[src/hw/rtl/mf3_pkg.sv]
// Shared constants and types of the 3x3 median filter.
`timescale 1ns / 1ps

package mf3_pkg;

  localparam int DEFAULT_MAX_WIDTH  = 2048;
  localparam int DEFAULT_PIXEL_BITS = 16;

  localparam int CFG_BITS      = 12;
  localparam int HEIGHT_LIMIT  = 2048;
  localparam int OUT_ROW_BITS  = $clog2(HEIGHT_LIMIT);
  localparam int IN_ROW_BITS   = OUT_ROW_BITS + 1;
  localparam int APB_ADDR_BITS = 3;
  localparam int APB_DATA_BITS = 32;
  localparam int WINDOW_TAPS   = 9;

  localparam logic [CFG_BITS-1:0] WIDTH_RESET  = 12'd640;
  localparam logic [CFG_BITS-1:0] HEIGHT_RESET = 12'd480;

  typedef enum logic {
    REG_FRAME_WIDTH  = 1'b0,
    REG_FRAME_HEIGHT = 1'b1
  } mf3_reg_t;

  typedef struct packed {
    logic emit;
    logic border;
    logic last;
  } mf3_tag_t;

endpackage

[src/hw/rtl/mf3_pos_ctrl.sv]
// Input and output position counters and the per-word emit, border and last tags.
`timescale 1ns / 1ps

module mf3_pos_ctrl import mf3_pkg::*; #(
  parameter int  MAX_WIDTH = DEFAULT_MAX_WIDTH,
  localparam int AW        = $clog2(MAX_WIDTH),
  localparam int EW        = $clog2(MAX_WIDTH + 1)
) (
  input  logic                clk,
  input  logic                rst,
  input  logic                clear,
  input  logic                step,
  input  logic [CFG_BITS-1:0] frame_width,
  input  logic [CFG_BITS-1:0] frame_height,
  output logic [AW-1:0]       col,
  output mf3_tag_t            tag
);

  logic [EW-1:0]           width_eff;
  logic [AW-1:0]           last_col;
  logic [OUT_ROW_BITS-1:0] last_row;

  logic [AW-1:0]           input_column, input_column_next;
  logic [IN_ROW_BITS-1:0]  input_row, input_row_next;
  logic [AW-1:0]           output_column, output_column_next;
  logic [OUT_ROW_BITS-1:0] output_row, output_row_next;

  always_comb begin
    if (frame_width == '0) begin
      width_eff = EW'(1);
    end else if (32'(frame_width) > 32'(MAX_WIDTH)) begin
      width_eff = EW'(MAX_WIDTH);
    end else begin
      width_eff = EW'(frame_width);
    end
    last_col = AW'(width_eff - EW'(1));
  end

  always_comb begin
    if (frame_height == '0) begin
      last_row = '0;
    end else if (32'(frame_height) > HEIGHT_LIMIT) begin
      last_row = OUT_ROW_BITS'(HEIGHT_LIMIT - 1);
    end else begin
      last_row = OUT_ROW_BITS'(frame_height - CFG_BITS'(1));
    end
  end

  assign col = input_column;

  always_comb begin
    tag.emit   = (input_row >= IN_ROW_BITS'(2)) ||
                 ((input_row == IN_ROW_BITS'(1)) && (input_column != '0));
    tag.border = (output_row == '0) || (output_row == last_row) ||
                 (output_column == '0) || (output_column == last_col);
    tag.last   = (output_row == last_row) && (output_column == last_col);
  end

  always_comb begin
    input_column_next  = input_column + AW'(1);
    input_row_next     = input_row;
    output_column_next = output_column;
    output_row_next    = output_row;
    if (input_column == last_col) begin
      input_column_next = '0;
      input_row_next    = input_row + IN_ROW_BITS'(1);
    end
    if (tag.emit) begin
      if (tag.last) begin
        input_column_next  = '0;
        input_row_next     = '0;
        output_column_next = '0;
        output_row_next    = '0;
      end else if (output_column == last_col) begin
        output_column_next = '0;
        output_row_next    = output_row + OUT_ROW_BITS'(1);
      end else begin
        output_column_next = output_column + AW'(1);
      end
    end
  end

  always_ff @(posedge clk) begin
    if (rst || clear) begin
      input_column  <= '0;
      input_row     <= '0;
      output_column <= '0;
      output_row    <= '0;
    end else if (step) begin
      input_column  <= input_column_next;
      input_row     <= input_row_next;
      output_column <= output_column_next;
      output_row    <= output_row_next;
    end
  end

endmodule

[config.mk]
export PLATFORM = sky130hd
export DESIGN_NAME = mf3_pos_ctrl
export DESIGN_NICKNAME = d
export VERILOG_FILES = /design/src/hw/rtl/mf3_pkg.sv /design/src/hw/rtl/mf3_pos_ctrl.sv
export SDC_FILE = /design/constraint.sdc
export NUM_CORES = 1
export LEC_CHECK = 0
export BUFFER_PORTS_ARGS = -buffer_cell sky130_fd_sc_hd__buf_2
export CAP_MARGIN = 15
export CORE_MARGIN = 8
export CORE_UTILIZATION = 30
export CTS_CLUSTER_SIZE = 8
export DETAILED_ROUTE_END_ITERATION = 6
export RECOVER_POWER = 100
export SKIP_CTS_REPAIR_TIMING = 1
export SLEW_MARGIN = 0
export SYNTH_ARGS = -nofsm -noshare
export SYNTH_HDL_FRONTEND = slang
export SYNTH_SLANG_ARGS = --single-unit
[constraint.sdc]
create_clock -name clk -period 8.1 [get_ports clk]
set_clock_uncertainty 0.1 [all_clocks]
set_input_delay 1.62 -clock clk [delete_from_list [all_inputs] [get_ports clk]]
set_output_delay 1.62 -clock clk [all_outputs]
set_load 0.02 [all_outputs]
==> results.py, run 1 <==
metrics = {
    "timing": {
        "slew_headroom_pct": -15.5,
        "worstMarginPinSlew_ns": 1.72,
        "finalSetupTns_ns": 0,
        "final_max_slew_viol_count": 20,
        "hold_viol": 0,
        "setup_viol": 0,
        "fin_crit_ns": 7.42,
        "period_share_pct": 91.6,
        "fmax_mhz": 135,
        "rsz0062_at_grt": "false",
    },
    "route": {
        "wl_per_cell_um": 15.4,
        "drc": 0,
        "vias": 4116,
        "avgViaCountPerCell": 5.65,
        "first_pass_iters": 5,
        "routed_wl_um": 11200,
        "dr.first_iter.drc_count": 336,
        "ant_nets": 0,
    },
    "status": {
        "failed_checks": "capacitance limit, slew limit",
        "outcome": "finished with violations",
    },
    "critical_path": {
        "start_kind": "input pin",
        "r2r_slack_ns": 4.03,
        "cp_max_fo": 15,
        "cp.arrival_ns": 5.70,
        "slowest_stage": "nor4_1",
        "worst-setup-path-type": "in -> out",
        "crit_path_max_incr_delay_ns": 0.85,
        "critPathRequiredTime_ns": 6.38,
        "crit_path_end_kind": "primary output",
        "path_cells": "clkbuf_1 > nor4_1 > a41o_1 > inv_1 > ha_1 > xnor2_1 > xnor2_1 > a211oi_1 > nor3b_1 > nand4_1 > or3b_1 > nand3_1 > clkbuf_1",
        "reg2regPathDepth": 8,
    },
    "yosys": {
        "synth-seq-area-share_pct": 22.4,
        "synth_area_um2": 4020,
        "yosys-top-cells-area": "dfxtp_1, xnor2_1, nor3_1",
        "ys_seq_elements": 45,
        "yosys.area.top_type_share_pct": 22.4,
        "ys_types": 77,
        "syn-instance-count": 535,
        "postSynthAreaPerCell_um2": 7.52,
        "synth_edf_count": 0,
        "yosysTopAreaCell": "dfxtp_1",
        "yosysWarningCount": 0,
        "synthArstFlopShare_pct": 0,
        "synthFlopType": "dfxtp_1",
        "syn_nets": 574,
    },
    "hold_path": {
        "hold_class": "reg -> reg",
        "hold_path_depth": 2,
    },
    "layout": {
        "mostFrequentLayoutCell": "dfxtp_1",
        "n_antenna_cell": 0,
        "drive_above_1_share_pct": 10.7,
        "syn2layout_area_growth_pct": 10.5,
        "final_cell_mix": "dfxtp_1, nand2_1, nor2_1",
        "nets": 590,
    },
    "die": {
        "dieArea_um2": 17400,
        "coreArea_um2": 13200,
        "die_x_um": 132,
        "rows": 42,
        "dieHeight_um": 132,
        "ios": 42,
        "start_util_pct": 30.5,
    },
    "clock_network": {
        "cts.path.max_buffers": 2,
        "clock_sinks": 45,
        "htree_levels": 2,
        "cts_tree": "built",
        "insertion_delay_ns": 0.28,
        "cts_buffers": 5,
        "clk_pin_slew_ns": 0.06,
        "cts_root_buf": "clkbuf_16",
    },
    "placed_design": {
        "hpwl_um": 8810,
        "port_buffers": 41,
        "place_congestion": 0.886,
    },
    "grt": {
        "gr-total-overflow": 0,
        "grt_pass1_vias": 3882,
        "grt_pass1_wl_um": 19100,
        "grt.total_usage_pct": 12.8,
        "grt_max_degree": 24,
        "grt_antenna_before_repair": 0,
    },
    "pwr": {
        "power_density_nw_per_um2": 121,
        "p_leak_nw": 1.36,
        "irDropWorstVdd_mv": 0.0847,
        "p_total_mw": 0.539,
    },
    "flow_run": {
        "cap_viol_max_count": 1,
    },
}
## final timing paths
path / startpoint / to
setup / recovery: frame_width[6] / tag[1]
hold reg to reg: input_row[11] / input_row[11]
hold / removal: input_row[11] / input_row[11]
setup reg to reg: output_row[2] / output_row[5]
## worst max-delay path: cells and delay by family
kind | cells | cell delay, ns
and+or+nand+nor | 5 | 2.12
AOI/OAI and AO/OA | 2 | 0.66
buffers and inverters | 3 | 0.52
adders and majority gates | 1 | 0.39
xor gates and xnor gates | 2 | 0.37
## sequential cells by signal, indices dropped and copies added, names as in the netlist
| signal | cells |
|---|---|
| col | 11 |
| input_row | 12 |
| output_column | 11 |
| output_row | 11 |
## layout make-up
cell class / instances / area (µm²)
repair buffers: 43 / 201
clock inverters: 1 / 30.0
clock buffers: 7 / 143
flip-flops and latches: 45 / 901
well taps: 176 / 220
inverters: 25 / 93.8
multi-input cells: 431 / 2860
fillers: 1399 / 8740
## power breakdown
group / total (mW) / internal [mW] / leakage [nW] / switching (mW)
clock: 0.235 / 0.154 / 0.0841 / 0.0813
combinational: 0.0817 / 0.0289 / 0.910 / 0.0528
sequential: 0.222 / 0.222 / 0.362 / 0.000630
## kinds of logic (layout without fill, tap and decap cells)
kind of cell | Yosys count | count (layout) | synth area share [%]
XOR/XNOR | 46 | 46 | 10.0
AND/OR/NAND/NOR | 251 | 251 | 36.2
adder cells (fa/ha/maj) | 11 | 11 | 3.42
buffers and inverters | 59 | 76 | 6.19
AO/OA/AOI/OAI | 121 | 121 | 21.3
flip-flops | 45 | 45 | 22.4
multiplexers | 2 | 2 | 0.498
## per-stage QoR
| step | utilization (%) | setup WS, ns | cell area (µm²) | cells | hold slack (ns) |
|---|---|---|---|---|---|
| after floorplan | - | 1.27 | 4020 | 535 | 0.358 |
| after detailed placement | 32.7 | 0.892 | 4310 | 720 | 0.387 |
| after CTS | 34.0 | 0.887 | 4480 | 728 | 0.396 |
| final | 33.7 | 0.681 | 4450 | 728 | 0.395 |
| after global routing | 33.7 | 0.413 | 4450 | 728 | 0.421 |
| after global placement | 32.7 | 1.14 | 4310 | 720 | 0.377 |
## synthesized netlist by cell type, types with 6 or more instances
library cell,instances
nor4_1,22
nand4_1,19
xnor2_1,32
nor3_1,31
inv_1,24
nand2_1,34
dfxtp_1,45
nor2_1,33
ha_1,11
nor3b_1,8
nand3_1,20
o21ai_0,23
clkbuf_1,24
and3_1,10
a21oi_1,25
nor2_2,10
or4_1,7
xor2_1,14
a31oi_1,11
or3_1,18
a211oi_1,6
## layer usage
metal | track usage (%) | share of wire, %
met1 | 15.6 | 45
met2 | 22.0 | 49
met3 | 2.10 | 4.3
met4 | 4.79 | 2.2
met5 | 0 | 0
Power figures use the tool's default switching activity.
==> run 2, diff against run 1 <==
- BUFFER_PORTS_ARGS: -buffer_cell sky130_fd_sc_hd__buf_2 -> unset
- DONT_BUFFER_PORTS: unset -> 1
==> results.py, run 2 (synthesis results as in run 1) <==
metrics = {
    "clock_network": {
        "clock_sinks": 45,
        "cts_tree": "built",
        "cts_root_buf": "clkbuf_16",
        "insertion_delay_ns": 0.28,
        "cts.path.max_buffers": 2,
        "clk_pin_slew_ns": 0.06,
        "htree_levels": 2,
        "cts_buffers": 5,
    },
    "critical_path": {
        "critPathRequiredTime_ns": 6.38,
        "path_cells": "nor4_1 > a41o_1 > inv_1 > ha_1 > xnor2_1 > xnor2_1 > a211oi_1 > nor3b_1 > nand4_1 > or3b_1 > nand3_1",
        "reg2regPathDepth": 9,
        "worst-setup-path-type": "in -> out",
        "crit_path_max_incr_delay_ns": 0.67,
        "path_common_cell": "xnor2_1",
        "cp_max_fo": 15,
        "slowest_stage": "nor4_1",
        "start_kind": "input pin",
        "cp.arrival_ns": 5.16,
        "cp_top_family": "simple AND/OR/NAND/NOR gates",
        "path_buf_inv": 1,
        "cp.depth": 11,
        "crit_path_end_kind": "primary output",
    },
    "timing": {
        "hold_viol": 0,
        "period_share_pct": 84.9,
        "worstMarginPinSlew_ns": 1.69,
        "finalSetupTns_ns": 0,
        "final_max_slew_viol_count": 20,
        "setup_viol": 0,
        "rsz0062_at_grt": "false",
        "fmax_mhz": 145,
        "fin_crit_ns": 6.88,
        "slew_headroom_pct": -13.2,
    },
    "layout": {
        "n_antenna_cell": 0,
        "multi_input_area_um2": 2860,
        "regMostFlops": "input_row",
        "largest_reg_flops": 12,
        "mostFrequentLayoutCell": "dfxtp_1",
        "fillers": 1366,
        "drive_above_1_share_pct": 6.27,
        "syn2layout_area_growth_pct": 5.19,
        "final_cell_mix": "dfxtp_1, nand2_1, nor2_1",
        "nets": 548,
        "regArea_um2": 901,
    },
    "hold_path": {
        "hold_class": "reg -> reg",
        "hold_path_depth": 2,
    },
    "die": {
        "dieHeight_um": 132,
        "dieArea_um2": 17400,
        "start_util_pct": 30.5,
        "ios": 42,
        "die_x_um": 132,
        "rows": 42,
        "coreArea_um2": 13200,
    },
    "route": {
        "avgViaCountPerCell": 5.71,
        "ant_nets": 0,
        "first_pass_iters": 5,
        "wl_per_cell_um": 16.3,
        "drc": 0,
        "dr.first_iter.drc_count": 343,
        "vias": 3915,
        "routed_wl_um": 11200,
    },
    "placed_design": {
        "hpwl_um": 8650,
        "place_congestion": 0.966,
        "port_buffers": 0,
    },
    "pwr": {
        "p_total_mw": 0.496,
        "p_leak_nw": 1.22,
        "irDropWorstVdd_mv": 0.0690,
        "power_density_nw_per_um2": 117,
    },
    "status": {
        "failed_checks": "capacitance limit, slew limit",
        "outcome": "finished with violations",
    },
    "grt": {
        "grt_pass1_vias": 3742,
        "gr-total-overflow": 0,
        "grt.total_usage_pct": 12.7,
        "grt_max_degree": 24,
        "grt_antenna_before_repair": 0,
        "grt_pass1_wl_um": 18700,
    },
    "flow_run": {
        "cap_viol_max_count": 1,
    },
}
[run 2: cell count changes in the layout (fill, tap and decap cells not counted)]
cell and delta:
buf_4 -2, clkbuf_1 -15, buf_2 -26, clkinv_2 +1, bufinv_16 -1, clkbuf_8 +1
[run 2: layer usage]
layer  vias up  track usage (%)  share of wire (%)
met4         0             4.98                3.1
met3        29             2.93                5.5
met2       108             21.7                 48
met5         -                0                  0
met1      1818             15.0                 44
li1       1960                -                  -
[run 2: path summary, 6_finish.rpt]
check | from | endpoint | slack [ns]
setup / recovery | frame_width[6] | tag[1] | 1.22
hold / removal | input_row[11] | input_row[11] | 0.38
setup reg to reg | col[0] | output_row[3] | 3.92
hold reg to reg | input_row[11] | input_row[11] | 0.38
[run 2: layout make-up]
cell class              count  share of cell area, %
multi-input cells         431                   67.5
flip-flops and latches     45                   21.3
well taps                 176                   5.20
clock buffers               7                   3.61
inverters                  25                   2.22
clock inverters             1                  0.118
repair buffers              1                 0.0887
[run 2: worst min-delay path, stage by stage, from the launching register on]
cell,delay (ns)
dfxtp_1,0.31
o21ai_0,0.07
a21oi_1,0.06
[run 2: metrics by stage]
step | area [µm²] | hold slack, ns | util [%] | setup slack, ns | cells
floorplan | 4020 | 0.358 | - | 1.27 | 535
global placement | 4100 | 0.376 | 31.1 | 1.29 | 678
detailed placement | 4100 | 0.380 | 31.1 | 1.26 | 678
CTS | 4250 | 0.390 | 32.3 | 1.24 | 686
global route | 4230 | 0.430 | 32.1 | 0.909 | 686
finish | 4230 | 0.385 | 32.1 | 1.22 | 686
[run 2: power breakdown]
part / total, mW / switching, mW / internal (mW)
Clock: 0.213 / 0.0819 / 0.131
Combinational: 0.0607 / 0.0368 / 0.0239
Sequential: 0.223 / 0.00113 / 0.222
Total: 0.496 / 0.120 / 0.376
==> run 3, diff against run 2 <==
- ABC_AREA: unset -> 1
- clock period: 8.1 -> 5.65 ns (I/O delays scaled with it)
==> results.py, run 3 <==
metrics = {
    "route": {
        "routed_wl_um": 11500,
        "avgViaCountPerCell": 4.90,
        "ant_nets": 0,
        "wl_per_cell_um": 13.1,
        "drc": 0,
        "vias": 4304,
        "first_pass_iters": 5,
        "dr.first_iter.drc_count": 391,
    },
    "clock_network": {
        "clock_sinks": 45,
        "cts_buffers": 5,
        "htree_levels": 2,
        "insertion_delay_ns": 0.30,
        "cts_root_buf": "clkbuf_16",
        "clk_pin_slew_ns": 0.07,
        "cts_tree": "built",
        "cts.path.max_buffers": 2,
    },
    "pwr": {
        "pwr-share-clk_pct": 45.2,
        "p_sw_mw": 0.215,
        "intPower_mw": 0.560,
        "p_total_mw": 0.775,
        "sw_frac_of_total_pct": 27.7,
        "power_density_nw_per_um2": 176,
        "p_comb_share_pct": 13.7,
        "irDropWorstVdd_mv": 0.0973,
        "seqPwrFrac_pct": 41.2,
        "p_leak_nw": 2.02,
    },
    "yosys": {
        "synthTopCellsByCount": "nand2_1, nand3_1, inv_1, nor2_1, dfxtp_1",
        "syn_nets": 746,
        "yosysTopAreaCell": "dfxtp_1",
        "yosys-top-cells-area": "dfxtp_1, nand2_1, nand3_1",
        "synthFlopType": "dfxtp_1",
        "postSynthAreaPerCell_um2": 5.85,
        "synthArstFlopShare_pct": 0,
        "ys_types": 41,
        "synth_edf_count": 0,
        "yosysWarningCount": 0,
        "synth-seq-area-share_pct": 21.8,
        "synth_most_common_cell": "nand2_1",
        "ys_seq_elements": 45,
        "syn-instance-count": 707,
        "yosys.area.top_type_share_pct": 21.8,
        "synth_area_um2": 4130,
    },
    "critical_path": {
        "cp.arrival_ns": 4.00,
        "worst-setup-path-type": "in -> out",
        "path_common_cell": "nand2_1",
        "cp_max_fo": 20,
        "crit_path_end_kind": "primary output",
        "critPathRequiredTime_ns": 4.42,
        "start_kind": "input pin",
        "slowest_stage": "ha_1",
        "path_buf_inv": 3,
        "cp_top_family": "simple AND/OR/NAND/NOR gates",
        "path_cells": "nor2_1 > nand2_1 > nor2_1 > nand2_2 > nand2_2 > nand2_1 > nand2_1 > inv_1 > ha_1 > nand2_1 > inv_1 > nand2_1 > nand2_1 > nand3b_1 > nand2_1 > inv_1 > nand2_1 > nor2_1 > nand2_4 > o2111ai_1",
        "crit_path_max_incr_delay_ns": 0.34,
    },
    "grt": {
        "grt.total_usage_pct": 13.1,
        "grt_pass1_wl_um": 19600,
        "grt_pass1_vias": 4029,
        "grt_antenna_before_repair": 0,
        "grt_max_degree": 24,
        "gr-total-overflow": 0,
    },
    "die": {
        "die_x_um": 133,
        "ios": 42,
        "start_util_pct": 30.2,
        "dieHeight_um": 133,
        "coreArea_um2": 13700,
        "rows": 43,
        "dieArea_um2": 17800,
    },
    "flow_run": {
        "cap_viol_max_count": 0,
    },
    "status": {
        "outcome": "complete, no violations",
    },
    "timing": {
        "period_share_pct": 92.6,
        "slew_headroom_pct": 27.0,
        "finalSetupTns_ns": 0,
        "fin_crit_ns": 5.23,
        "worstMarginPinSlew_ns": 1.08,
        "setup_viol": 0,
        "hold_viol": 0,
        "rsz0062_at_grt": "false",
        "final_max_slew_viol_count": 0,
        "fmax_mhz": 191,
    },
    "placed_design": {
        "hpwl_um": 9080,
        "port_buffers": 0,
        "placed_cell_area_um2": 4260,
        "place_congestion": 0.944,
    },
    "layout": {
        "stdcell_area_um2": 4400,
        "drive_above_1_share_pct": 4.15,
        "fillers": 1542,
        "regMostFlops": "input_row",
        "final_cell_mix": "nand2_1, nand3_1, inv_1",
        "largest_reg_flops": 12,
        "nets": 737,
        "syn2layout_area_growth_pct": 6.48,
        "n_antenna_cell": 0,
        "mostFrequentLayoutCell": "nand2_1",
    },
    "hold_path": {
        "hold_class": "reg -> reg",
    },
}
## run 3: metrics by stage
stage	instances	util [%]	setup WS (ns)	hold slack (ns)
after detailed placement	871	31.1	0.594	0.366
after global routing	879	32.2	0.147	0.401
after floorplan	707	-	1.13	0.339
final	879	32.2	0.421	0.381
after global placement	871	31.1	0.658	0.355
after CTS	879	32.4	0.585	0.377
## run 3: worst register-to-register path, stage by stage, from the launching register on
cell     delay [ns]
dfxtp_1        0.58
inv_1          0.12
ha_1           0.24
nand4_1        0.10
nor4_1         0.06
o21ai_0        0.87
nand2_1        0.54
inv_1          0.38
nand4_1        0.14
nand2_1        0.49
inv_1          0.30
nand2_1        0.15
nor2_1         0.06
## run 3: final timing paths
kind              cells after the start           start             end  slack, ns
setup / recovery                     20  frame_width[6]          tag[1]       0.42
hold / removal                        2  output_row[10]  output_row[10]       0.38
setup reg to reg                     12          col[0]   output_row[8]       1.40
hold reg to reg                       2  output_row[10]  output_row[10]       0.38
## run 3: area by class of cell
| type | instances | area [µm²] | area share (%) |
|---|---|---|---|
| Multi-Input combinational cell | 539 | 2700 | 61.4 |
| Inverter | 107 | 403 | 9.16 |
| Clock inverter | 2 | 38.8 | 0.881 |
| Sequential cell | 45 | 901 | 20.5 |
| Clock buffer | 6 | 129 | 2.93 |
| Tap cell | 180 | 225 | 5.12 |
## run 3: cell families (layout without fill, tap and decap cells)
| group | Yosys count | count (layout) | share of synthesized area [%] |
|---|---|---|---|
| AND/OR/NAND/NOR | 457 | 457 | 50.9 |
| buffers and inverters | 123 | 115 | 12.2 |
| adder cells (fa/ha/maj) | 11 | 11 | 3.33 |
| flip-flops | 45 | 45 | 21.8 |
| XOR/XNOR | 20 | 20 | 4.24 |
| AO/OA/AOI/OAI | 51 | 51 | 7.48 |
## run 3: power groups by stage
stage	registers [mW]	logic, mW	clock network, mW
after floorplan	0.326	0.0910	0
after global placement	0.326	0.106	0
after detailed placement	0.326	0.105	0
after CTS	0.319	0.106	0.359
after global routing	0.319	0.120	0.370
final	0.319	0.106	0.350
## run 3: layer usage
metal | global-route usage (%) | up-vias | part of all wire [%]
met2 | 20.6 | 102 | 44
li1 | - | 2271 | -
met1 | 17.5 | 1920 | 49
met4 | 3.62 | 0 | 1.4
met3 | 2.90 | 11 | 6.0
met5 | 0 | - | 0
